$ cat config.mk
export PLATFORM = sky130hd
export DESIGN_NAME = sync_length_frame_deframer_flat
export DESIGN_NICKNAME = d
export VERILOG_FILES = /design/src/hdl/sld_pkg.sv /design/src/hdl/sld_stream_if.sv /design/src/hdl/sync_length_frame_deframer.sv /design/src/hdl/sld_apb_regs.sv /design/src/hdl/sld_parser.sv /design/src/flat_wrapper.sv
export SDC_FILE = /design/constraint.sdc
export NUM_CORES = 1
export LEC_CHECK = 0
export ABC_AREA = 1
export BUFFER_PORTS_ARGS = -buffer_cell sky130_fd_sc_hd__buf_2
export CORE_UTILIZATION = 55
export CTS_CLUSTER_SIZE = 12
export DETAILED_ROUTE_END_ITERATION = 8
export PLACE_DENSITY_LB_ADDON = 0.08
export SLEW_MARGIN = 20
export SYNTH_ARGS = -nofsm -noshare
export SYNTH_HDL_FRONTEND = slang
export SYNTH_SLANG_ARGS = --single-unit
$ cat constraint.sdc
create_clock -name i_clk -period 2.4 [get_ports i_clk]
set_input_delay 0.48 -clock i_clk [delete_from_list [all_inputs] [get_ports i_clk]]
set_output_delay 0.48 -clock i_clk [all_outputs]
set_load 0.01 [all_outputs]
$ cat src/hdl/sld_pkg.sv
// ----------------------------------------------------------------------------
// Sync/length deframer package
// Shared types, register codes and reset constants for the deframer.
// ----------------------------------------------------------------------------
package sld_pkg;

    localparam int BYTE_W = 8;
    localparam int LEN_W  = 16;
    localparam int SKIP_W = 4;
    localparam int DATA_W = 32;
    localparam int ADDR_W = 3;

    // Largest number of extra header bytes the skip counter can hold.
    localparam int EXTRA_HEADER_MAX = (1 << SKIP_W) - 1;
    localparam int EXTRA_HEADER_DEF = 0;

    localparam logic [LEN_W-1:0]  SYNC_WORD_RST   = 16'hAA33;
    localparam logic [BYTE_W-1:0] CHECK_VALUE_RST = 8'h00;

    typedef enum logic [1:0] {
        KIND_PAYLOAD = 2'd0,
        KIND_OK      = 2'd1,
        KIND_FAIL    = 2'd2,
        KIND_ZERO    = 2'd3
    } t_kind;

    typedef enum logic [0:0] {
        REG_SYNC_WORD   = 1'b0,
        REG_CHECK_VALUE = 1'b1
    } t_reg_idx;

    typedef struct packed {
        logic [LEN_W-1:0]  sync_word;
        logic [BYTE_W-1:0] check_value;
    } t_cfg;

endpackage

$ cat src/hdl/sld_stream_if.sv
// ----------------------------------------------------------------------------
// Deframer stream interfaces
// Valid/ready channels for received bytes and for deframer results.
// ----------------------------------------------------------------------------
interface sld_byte_if import sld_pkg::*; ();
    logic              valid;
    logic              ready;
    logic [BYTE_W-1:0] in_byte;

    modport source (output valid, output in_byte, input ready);
    modport sink   (input valid, input in_byte, output ready);
endinterface

interface sld_result_if import sld_pkg::*; ();
    logic              valid;
    logic              ready;
    logic [BYTE_W-1:0] out_byte;
    t_kind             kind;

    modport source (output valid, output out_byte, output kind, input ready);
    modport sink   (input valid, input out_byte, input kind, output ready);
endinterface

$ cat src/hdl/sync_length_frame_deframer.sv
// ----------------------------------------------------------------------------
// Sync word / length prefixed frame deframer
// Hunts for a 16-bit sync word in a byte stream, reads a 16-bit length,
// skips optional header bytes, emits the body and checks the final byte.
//
// Usage:
//   i_in  : one received byte per transaction (valid/ready).
//   o_out : results; kind payload carries a body byte, the other kinds
//           report frame end with check ok, check failed, or a rejected
//           zero-length frame. Bytes that cause no result produce nothing.
//   APB   : register 0 at address 0 is the sync word (high byte first on
//           the line), register 1 at address 4 is the check value.
// Timing: a byte is held in the input register until the parser steps and
//   is then parsed into the result register, from which the result is
//   presented. One byte is taken every cycle while results are taken;
//   the frame state machine is the only loop.
// Reset: the parser returns to hunting the first sync byte, both
//   registers take their default values and no result is pending.
// Stall: while a result is not taken the input register keeps one byte;
//   i_in.ready drops once that register is also full.
// Registers should only be written while the block is idle.
// ----------------------------------------------------------------------------
module sync_length_frame_deframer import sld_pkg::*; #(
    parameter int EXTRA_HEADER_BYTES = EXTRA_HEADER_DEF
) (
    input  logic              i_clk,
    input  logic              i_rst_n,
    sld_byte_if.sink          i_in,
    sld_result_if.source      o_out,
    input  logic              psel,
    input  logic              penable,
    input  logic              pwrite,
    input  logic [ADDR_W-1:0] paddr,
    input  logic [DATA_W-1:0] pwdata,
    output logic [DATA_W-1:0] prdata,
    output logic              pready
);

    t_cfg              cfg;
    logic              r_in_vld;
    logic [BYTE_W-1:0] r_in_byte;
    logic              step_ok;
    logic              consume;
    logic              accept;

    sld_apb_regs u_regs (
        .i_clk   (i_clk),
        .i_rst_n (i_rst_n),
        .psel    (psel),
        .penable (penable),
        .pwrite  (pwrite),
        .paddr   (paddr),
        .pwdata  (pwdata),
        .prdata  (prdata),
        .pready  (pready),
        .o_cfg   (cfg)
    );

    assign consume    = r_in_vld && step_ok;
    assign i_in.ready = !r_in_vld || step_ok;
    assign accept     = i_in.valid && i_in.ready;

    always_ff @(posedge i_clk) begin
        if (!i_rst_n) begin
            r_in_vld <= 1'b0;
        end else if (accept) begin
            r_in_vld <= 1'b1;
        end else if (consume) begin
            r_in_vld <= 1'b0;
        end
    end

    always_ff @(posedge i_clk) begin
        if (accept) begin
            r_in_byte <= i_in.in_byte;
        end
    end

    sld_parser #(
        .EXTRA_HEADER_BYTES (EXTRA_HEADER_BYTES)
    ) u_parser (
        .i_clk       (i_clk),
        .i_rst_n     (i_rst_n),
        .i_cfg       (cfg),
        .i_vld       (r_in_vld),
        .i_byte      (r_in_byte),
        .o_step_ok   (step_ok),
        .i_out_ready (o_out.ready),
        .o_out_vld   (o_out.valid),
        .o_out_byte  (o_out.out_byte),
        .o_out_kind  (o_out.kind)
    );

endmodule

$ cat src/hdl/sld_apb_regs.sv
// ----------------------------------------------------------------------------
// Deframer configuration registers
// APB-style register file holding the sync word and the check value.
// ----------------------------------------------------------------------------
module sld_apb_regs import sld_pkg::*; (
    input  logic              i_clk,
    input  logic              i_rst_n,
    input  logic              psel,
    input  logic              penable,
    input  logic              pwrite,
    input  logic [ADDR_W-1:0] paddr,
    input  logic [DATA_W-1:0] pwdata,
    output logic [DATA_W-1:0] prdata,
    output logic              pready,
    output t_cfg              o_cfg
);

    t_cfg     r_cfg;
    t_reg_idx reg_idx;
    logic     wr_en;

    assign reg_idx = t_reg_idx'(paddr[ADDR_W-1:2]);
    assign wr_en   = psel & penable & pwrite;
    assign pready  = 1'b1;
    assign o_cfg   = r_cfg;

    always_ff @(posedge i_clk) begin
        if (!i_rst_n) begin
            r_cfg.sync_word   <= SYNC_WORD_RST;
            r_cfg.check_value <= CHECK_VALUE_RST;
        end else if (wr_en) begin
            unique case (reg_idx)
                REG_SYNC_WORD:   r_cfg.sync_word   <= pwdata[LEN_W-1:0];
                REG_CHECK_VALUE: r_cfg.check_value <= pwdata[BYTE_W-1:0];
                default: ;
            endcase
        end
    end

    always_comb begin
        unique case (reg_idx)
            REG_SYNC_WORD:   prdata = DATA_W'(r_cfg.sync_word);
            REG_CHECK_VALUE: prdata = DATA_W'(r_cfg.check_value);
            default:         prdata = '0;
        endcase
    end

endmodule

$ cat src/hdl/sld_parser.sv
// ----------------------------------------------------------------------------
// Deframer parser
// Frame state machine with the result register behind it; one byte a step.
// ----------------------------------------------------------------------------
module sld_parser import sld_pkg::*; #(
    parameter int EXTRA_HEADER_BYTES = EXTRA_HEADER_DEF
) (
    input  logic              i_clk,
    input  logic              i_rst_n,
    input  t_cfg              i_cfg,
    input  logic              i_vld,
    input  logic [BYTE_W-1:0] i_byte,
    output logic              o_step_ok,
    input  logic              i_out_ready,
    output logic              o_out_vld,
    output logic [BYTE_W-1:0] o_out_byte,
    output t_kind             o_out_kind
);

    typedef enum logic [2:0] {
        PH_SYNC1 = 3'd0,
        PH_SYNC2 = 3'd1,
        PH_LENHI = 3'd2,
        PH_LENLO = 3'd3,
        PH_SKIP  = 3'd4,
        PH_BODY  = 3'd5
    } t_phase;

    localparam logic [SKIP_W-1:0] SKIP_INIT = SKIP_W'(EXTRA_HEADER_BYTES);

    t_phase            r_phase,       n_phase;
    logic [BYTE_W-1:0] r_length_high, n_length_high;
    logic [LEN_W-1:0]  r_bytes_left,  n_bytes_left;
    logic [SKIP_W-1:0] r_skip_left,   n_skip_left;
    logic              r_out_vld;
    logic [BYTE_W-1:0] r_out_byte;
    t_kind             r_out_kind;

    logic              step;
    logic              emit;
    logic [BYTE_W-1:0] emit_byte;
    t_kind             emit_kind;
    logic [BYTE_W-1:0] sync_hi;
    logic [BYTE_W-1:0] sync_lo;
    logic [LEN_W-1:0]  length;

    assign sync_hi   = i_cfg.sync_word[LEN_W-1:BYTE_W];
    assign sync_lo   = i_cfg.sync_word[BYTE_W-1:0];
    assign length    = {r_length_high, i_byte};
    assign o_step_ok = !r_out_vld || i_out_ready;
    assign step      = i_vld && o_step_ok;

    always_comb begin
        n_phase       = r_phase;
        n_length_high = r_length_high;
        n_bytes_left  = r_bytes_left;
        n_skip_left   = r_skip_left;
        emit          = 1'b0;
        emit_byte     = '0;
        emit_kind     = KIND_PAYLOAD;
        unique case (r_phase)
            PH_SYNC2: begin
                if (i_byte == sync_lo) begin
                    n_phase = PH_LENHI;
                end else if (i_byte == sync_hi) begin
                    n_phase = PH_SYNC2;
                end else begin
                    n_phase = PH_SYNC1;
                end
            end
            PH_LENHI: begin
                n_length_high = i_byte;
                n_phase       = PH_LENLO;
            end
            PH_LENLO: begin
                n_bytes_left = length;
                n_skip_left  = SKIP_INIT;
                if (length == '0) begin
                    emit      = 1'b1;
                    emit_kind = KIND_ZERO;
                end
                if (SKIP_INIT != '0) begin
                    n_phase = PH_SKIP;
                end else if (length == '0) begin
                    n_phase = PH_SYNC1;
                end else begin
                    n_phase = PH_BODY;
                end
            end
            PH_SKIP: begin
                if (r_skip_left != '0) begin
                    n_skip_left = r_skip_left - 1'b1;
                end
                if (n_skip_left == '0) begin
                    n_phase = (r_bytes_left == '0) ? PH_SYNC1 : PH_BODY;
                end
            end
            PH_BODY: begin
                emit = 1'b1;
                if (r_bytes_left <= LEN_W'(1)) begin
                    n_bytes_left = '0;
                    n_phase      = PH_SYNC1;
                    emit_kind    = (i_byte == i_cfg.check_value) ? KIND_OK : KIND_FAIL;
                end else begin
                    n_bytes_left = r_bytes_left - 1'b1;
                    emit_byte    = i_byte;
                end
            end
            default: begin
                n_phase = (i_byte == sync_hi) ? PH_SYNC2 : PH_SYNC1;
            end
        endcase
    end

    always_ff @(posedge i_clk) begin
        if (!i_rst_n) begin
            r_phase       <= PH_SYNC1;
            r_length_high <= '0;
            r_bytes_left  <= '0;
            r_skip_left   <= '0;
            r_out_vld     <= 1'b0;
        end else if (step) begin
            r_phase       <= n_phase;
            r_length_high <= n_length_high;
            r_bytes_left  <= n_bytes_left;
            r_skip_left   <= n_skip_left;
            r_out_vld     <= emit;
        end else if (i_out_ready) begin
            r_out_vld     <= 1'b0;
        end
    end

    always_ff @(posedge i_clk) begin
        if (step && emit) begin
            r_out_byte <= emit_byte;
            r_out_kind <= emit_kind;
        end
    end

    assign o_out_vld  = r_out_vld;
    assign o_out_byte = r_out_byte;
    assign o_out_kind = r_out_kind;

    // The body count never runs out while the body is being read.
    a_body_count: assert property (@(posedge i_clk) disable iff (!i_rst_n)
        r_phase == PH_BODY |-> r_bytes_left != '0)
        else $error("body phase with no bytes left");

    // Skipping always has at least one header byte still to drop.
    a_skip_count: assert property (@(posedge i_clk) disable iff (!i_rst_n)
        r_phase == PH_SKIP |-> r_skip_left != '0)
        else $error("skip phase with empty skip counter");

    // A check byte ends the frame and returns the hunt to the first sync byte.
    a_frame_end: assert property (@(posedge i_clk) disable iff (!i_rst_n)
        step && r_phase == PH_BODY && r_bytes_left <= LEN_W'(1)
        |=> r_phase == PH_SYNC1 && r_out_vld && r_out_kind != KIND_PAYLOAD)
        else $error("frame end not reported");

    // Only payload results carry a data byte.
    a_kind_byte: assert property (@(posedge i_clk) disable iff (!i_rst_n)
        r_out_vld && r_out_kind != KIND_PAYLOAD |-> r_out_byte == '0)
        else $error("non-payload result with non-zero byte");

endmodule
$ cat src/flat_wrapper.sv
// flat-port wrapper written by rule: the top's interface ports become plain ports
module sync_length_frame_deframer_flat import sld_pkg::*;
#(
    parameter int EXTRA_HEADER_BYTES = EXTRA_HEADER_DEF
)
  (i_clk, i_rst_n, psel, penable, pwrite, paddr, pwdata, prdata, pready, i_in_valid, i_in_in_byte, i_in_ready, o_out_valid, o_out_out_byte, o_out_kind, o_out_ready);
  sld_byte_if i_in_i ();
  sld_result_if o_out_i ();
  input  logic i_clk;
  input  logic i_rst_n;
  input  logic psel;
  input  logic penable;
  input  logic pwrite;
  input  logic [ADDR_W-1:0] paddr;
  input  logic [DATA_W-1:0] pwdata;
  output logic [DATA_W-1:0] prdata;
  output logic pready;
  input wire logic [$bits(i_in_i.valid)-1:0] i_in_valid;
  input wire logic [$bits(i_in_i.in_byte)-1:0] i_in_in_byte;
  output wire logic [$bits(i_in_i.ready)-1:0] i_in_ready;
  output wire logic [$bits(o_out_i.valid)-1:0] o_out_valid;
  output wire logic [$bits(o_out_i.out_byte)-1:0] o_out_out_byte;
  output wire logic [$bits(o_out_i.kind)-1:0] o_out_kind;
  input wire logic [$bits(o_out_i.ready)-1:0] o_out_ready;
  assign i_in_i.valid = i_in_valid;
  assign i_in_i.in_byte = i_in_in_byte;
  assign i_in_ready = i_in_i.ready;
  assign o_out_valid = o_out_i.valid;
  assign o_out_out_byte = o_out_i.out_byte;
  assign o_out_kind = o_out_i.kind;
  assign o_out_i.ready = o_out_ready;
  sync_length_frame_deframer #(.EXTRA_HEADER_BYTES(EXTRA_HEADER_BYTES)) u_core (.i_clk(i_clk), .i_rst_n(i_rst_n), .i_in(i_in_i), .o_out(o_out_i), .psel(psel), .penable(penable), .pwrite(pwrite), .paddr(paddr), .pwdata(pwdata), .prdata(prdata), .pready(pready));
endmodule
==> results of run 1 <==
## state kept, by name, summed over array words and instances (netlist names)
register and cells:
u_core.u_parser.o_out_byte 8, u_core.u_parser.o_out_kind 2, u_core.r_in_byte 8, u_core.r_in_vld 1, u_core.u_regs.o_cfg 24, u_core.u_parser.o_out_vld 1
u_core.u_parser.r_length_high 8, u_core.u_parser.r_skip_left 4, u_core.u_parser.r_bytes_left 16, u_core.u_parser.r_phase 3
## placed cells by master, fill, tap and decap left out, types with 6 or more instances in the layout
cell and count:
nand2_1 123, inv_2 7, buf_2 59, clkbuf_8 9, dfxtp_1 57, nand3_1 19
xor2_1 15, a21oi_1 52, o21ai_0 53, edfxtp_1 18, conb_1 17, nor2_1 88
inv_1 47, nor2_2 6, buf_4 9, xnor2_1 10
## power by group
part | internal [mW] | switching [mW] | leakage (nW)
Sequential | 1.33 | 0.0368 | 0.615
Clock | 0.499 | 0.529 | 0.107
Combinational | 0.126 | 0.209 | 1.51
## worst min-delay path by stage
stage | to | slack, ns | depth (start not counted)
after global placement | u_core.u_regs.o_cfg[14] | 0.48 | 2
after CTS | u_core.r_in_byte[7] | 0.29 | 1
final | u_core.r_in_byte[7] | 0.30 | 1
after global routing | u_core.r_in_byte[7] | 0.29 | 1
after floorplan | u_core.u_regs.o_cfg[16] | 0.46 | 2
after detailed placement | u_core.u_regs.o_cfg[16] | 0.48 | 2
## critical path, delay by kind of cell, from the launching register on
kind / cells / cell delay (ns)
DFF: 1 / 0.54
buffers and inverters: 1 / 0.34
AOI/OAI and AO/OA: 1 / 0.21
and+or+nand+nor: 5 / 0.54
## layer usage
layer	up-vias	share of wire (%)	GRT usage (%)
li1	1898	-	-
met1	1698	45	34.6
met2	114	48	44.7
met3	18	4.5	3.45
met4	0	2.1	10.7
met5	-	0	0
## final cells by class
| cell class | count | area [um2] |
|---|---|---|
| Timing Repair Buffer | 68 | 363 |
| Fill cell | 676 | 2620 |
| Sequential cell | 75 | 1680 |
| Tap cell | 99 | 124 |
| Clock buffer | 9 | 124 |
| Clock inverter | 7 | 81.3 |
| Multi-Input combinational cell | 418 | 2060 |
| Inverter | 54 | 203 |
## logic make-up (layout without fill, tap and decap cells)
group / count (synthesis) / in the layout / synth area share, %
other cells: 2 / 17 / 0.181
xor+xnor: 25 / 25 / 5.29
flops: 75 / 75 / 40.6
fa+ha+maj: 4 / 4 / 1.21
buf+inv: 93 / 138 / 11.0
simple gates: 261 / 261 / 27.5
compound gates: 111 / 111 / 14.1
==> summary.txt, run 1 <==
CTS Hold Bufs -> 0
post-route ant nets -> 0
quantity of gates resized following cts -> 0
R2R depth -> 7
placed cells -> 714
Worst slew margin -> 60.6%
share of layout cells above drive strength 1 -> 18.2%
R2R setup slack -> 0.43 ns
most frequent cell after synthesis -> nand2_1
# diodes -> 0
core area -> 0.00725 mm2
Root Driver -> clkbuf_8
Die H -> 88.8 um
cell taking the most area after synthesis -> dfxtp_1
Max Transition Viols Final -> 0
f_max -> 509 MHz
Syn-to-layout area delta -> 11.9%
clock sinks -> 75
period utilization -> 81.9%
die width -> 88.8 um
post-CTS setup buffer count -> 0
htree depth -> 3
Peak VDD IR -> 0.318 mV
Final Hold Viols -> 0
RSZ-0062 raised after global routing -> no
# IOs -> 95
nets -> 680
reg-to-reg critical path startpoint -> u_core.r_in_byte[3]
Post-Place Worst Slack -> 0.451 ns
gpl congestion -> 0.806
fin worst setup slack -> 0.434 ns
maximum fanout along the worst path -> 10
sequential area share after synthesis -> 40.6%
first-pass GRT wire length -> 15.8 mm
Post-Syn Area -> 0.00414 mm2
total gr overflow -> 0
CP endpoint -> u_core.u_parser.o_out_kind[0]
post-route cell area -> 0.00463 mm2
CP peak stage delay -> 0.54 ns
Req. time, crit path -> 2.43 ns
Pwr Density -> 588 mW/mm2
Yosys cell types -> 37
Avg WL per Cell -> 13.4 um
hold crit path type -> input port to register
total of max-cap violations -> 0
startpoint types -> register
Area contributors post-synth -> dfxtp_1 28%, edfxtp_1 13%, nand2_1 11%
die footprint -> 0.00788 mm2
Final setup viols -> 0
FF+latch count, synth -> 75
status -> completed
min Tclk post-route -> 1.97 ns
slowest stage cell, crit path -> edfxtp_1
EDFF count, synth -> 18
crit-path cells -> nor2_1 > nand2_1 > nor2_1 > nand2_1 > nor2_1 > o21ai_0 > inv_1
cts bufs inserted -> 9
row count -> 31
number of global-route vias before repair -> 3339
Static Leakage -> 2.23 nW
Cell Area, Placed -> 0.00443 mm2
First-pass DRT Iterations -> 5
worst hold slack -> 0.297 ns
Vias -> 3728
post-synth top area share -> 27.6%
vias per inst -> 5.11
Post-synth top cells -> 123 x nand2_1, 88 x nor2_1, 57 x dfxtp_1
dpl hpwl -> 7.15 mm
Iteration-0 DRC Markers -> 224
Remaining DRCs -> 0
warnings from Yosys -> 0
IO Port Bufs -> 59
Most common cell on crit path -> nor2_1
Post-Route Utilization -> 63.9%
Worst R2R End -> u_core.u_parser.o_out_kind[0]
CTS tree -> built
Finished Layout Cells -> 730
initial core utilization -> 57.1%
Hold Path Origin -> i_in_in_byte[7]
largest net degree at the start of global routing -> 46
Total Wirelength -> 9.75 mm
clock skew -> 0.00763 ns
Mapped Avg Cell Area -> 7.25 um2
cells after synthesis -> 571
Worst setup EP type -> register
Power, Total -> 2.73 mW
Worst-Margin Slew -> 0.585 ns
initial antenna violation count -> 0
GRT Total Usage -> 26.6%
Clock transition at path regs -> 0.09 ns
Synth async-reset ratio -> 0%
WP data arrival -> 1.99 ns
clk buf depth -> 2
worst-skew pair later-pin latency -> 0.36 ns
setup_tns -> 0 ns
Critical Path Source -> u_core.r_in_byte[3]
critical path type -> register to register
Synth Flop Type -> dfxtp_1
(Power assumes the default switching activity.)
==> run 2: changes to the inputs <==
Settings changed: CORE_UTILIZATION 55 to 49.
Clock period 2.4 ns to 1.75 ns, I/O delays scaled along.
==> run 2 against run 1 <==
Against the previous run: sequential power grew 37%; clock power grew 23%; flip-flop and latch count is the same; clock skew up 0.0028 ns; maximum frequency increased by 18%; critical path depth grew 1; critical path type unchanged.
==> summary.txt, run 2 (synthesis results as in run 1) <==
Static Leakage -> 2.29 nW
initial antenna violation count -> 0
commonest cells after routing, fill and taps aside -> 123 x nand2_1, 87 x nor2_1, 59 x buf_2
Met2 Wirelength -> 4.63 mm
max FFs per register -> 24
worst-skew pair later-pin latency -> 0.36 ns
First-pass DRT Iterations -> 5
Vias -> 3708
setup_tns -> 0 ns
Clock transition at path regs -> 0.09 ns
met3 wire length -> 515 um
total gr overflow -> 0
Req. time, crit path -> 1.84 ns
Root Driver -> clkbuf_8
Peak VDD IR -> 0.362 mV
Post-Place Worst Slack -> 0.0342 ns
nets -> 692
Iteration-0 DRC Markers -> 166
commonest non-fill, non-tap cell in the layout -> nand2_1
f_max -> 598 MHz
number of global-route vias before repair -> 3419
share of layout cells above drive strength 1 -> 20.7%
critical path type -> register to register
clk buf depth -> 2
total of max-cap violations -> 0
Final setup viols -> 0
Met1 Wirelength -> 4.72 mm
largest net degree at the start of global routing -> 46
clock sinks -> 75
Final Hold Viols -> 0
dpl hpwl -> 7.45 mm
CTS Hold Bufs -> 0
fin worst setup slack -> 0.0787 ns
Pwr Density -> 758 mW/mm2
Worst slew margin -> 65.4%
# IOs -> 95
placed cells -> 729
min Tclk post-route -> 1.67 ns
hold crit path type -> input port to register
R2R setup slack -> 0.08 ns
cts bufs inserted -> 9
slowest stage cell, crit path -> edfxtp_1
die width -> 93.9 um
post-route ant nets -> 0
Die H -> 93.9 um
GRT Total Usage -> 24.2%
Max Transition Viols Final -> 0
gpl congestion -> 0.849
CP peak stage delay -> 0.46 ns
Total Wirelength -> 10.0 mm
IO Port Bufs -> 59
Power, Total -> 3.61 mW
status -> completed
Avg WL per Cell -> 13.4 um
# diodes -> 0
first-pass GRT wire length -> 16.3 mm
top sig layer -> met4
Worst setup EP type -> register
core area -> 0.00822 mm2
initial core utilization -> 50.4%
crit-path cells -> nor2_1 > nand2_1 > nor2_1 > nand2_1 > nor2_2 > o21ai_1 > inv_2 > clkbuf_16
die footprint -> 0.00882 mm2
maximum fanout along the worst path -> 5
htree depth -> 3
clock skew -> 0.0105 ns
WP data arrival -> 1.76 ns
period utilization -> 95.5%
Worst-Margin Slew -> 0.513 ns
row count -> 33
Remaining DRCs -> 0
Syn-to-layout area delta -> 15.0%
startpoint types -> register
Finished Layout Cells -> 748
CTS tree -> built
vias per inst -> 4.96
[run 2: worst paths after layout]
kind,startpoint,to,depth (start not counted)
min,i_in_in_byte[7],u_core.r_in_byte[7],1
min reg2reg,u_core.u_regs.o_cfg[16],u_core.u_regs.o_cfg[16],2
max reg2reg,u_core.r_in_byte[1],u_core.u_parser.o_out_byte[4],8
max,u_core.r_in_byte[1],u_core.u_parser.o_out_byte[4],8
[run 2: worst max-delay path: cells and delay by family (launching register included)]
kind / cells / cell delay (ns)
AND/OR/NAND/NOR: 5 / 0.55
flip-flops: 1 / 0.46
AO/OA/AOI/OAI: 1 / 0.09
buffers and inverters: 2 / 0.30
[run 2: final cells by class]
class	count	area [um2]
flip-flops and latches	75	1680
clock buffers	9	124
repair buffers	80	483
inverters	54	205
clock inverters	7	56.3
well taps	105	131
fillers	815	3450
multi-input cells	418	2080
[run 2: what timing repair did]
item / in CTS / in global routing
gates resized for setup: 0 / 11
buffers inserted: 0 / 2
endpoints found under the setup margin: 0 / 26
[run 2: where the power goes]
group | switching (mW) | internal [mW]
clock | 0.729 | 0.540
combinational | 0.293 | 0.185
sequential | 0.0433 | 1.82
total | 1.07 | 2.54
[run 2: stage by stage]
stage / area, um2 / util (%) / hold WS [ns]
2_1_floorplan: 4200 / - / 0.449
3_3_place_gp: 4520 / 55.0 / 0.481
3_5_place_dp: 4520 / 55.0 / 0.483
4_1_cts: 4700 / 57.2 / 0.154
5_1_grt: 4760 / 58.0 / 0.139
6_report: 4760 / 58.0 / 0.156
[run 2: routing by layer]
layer | vias to the layer above | track usage (%)
li1 | 1922 | -
met1 | 1662 | 32.2
met2 | 109 | 39.8
met3 | 15 | 3.80
met4 | 0 | 8.33
met5 | - | 0
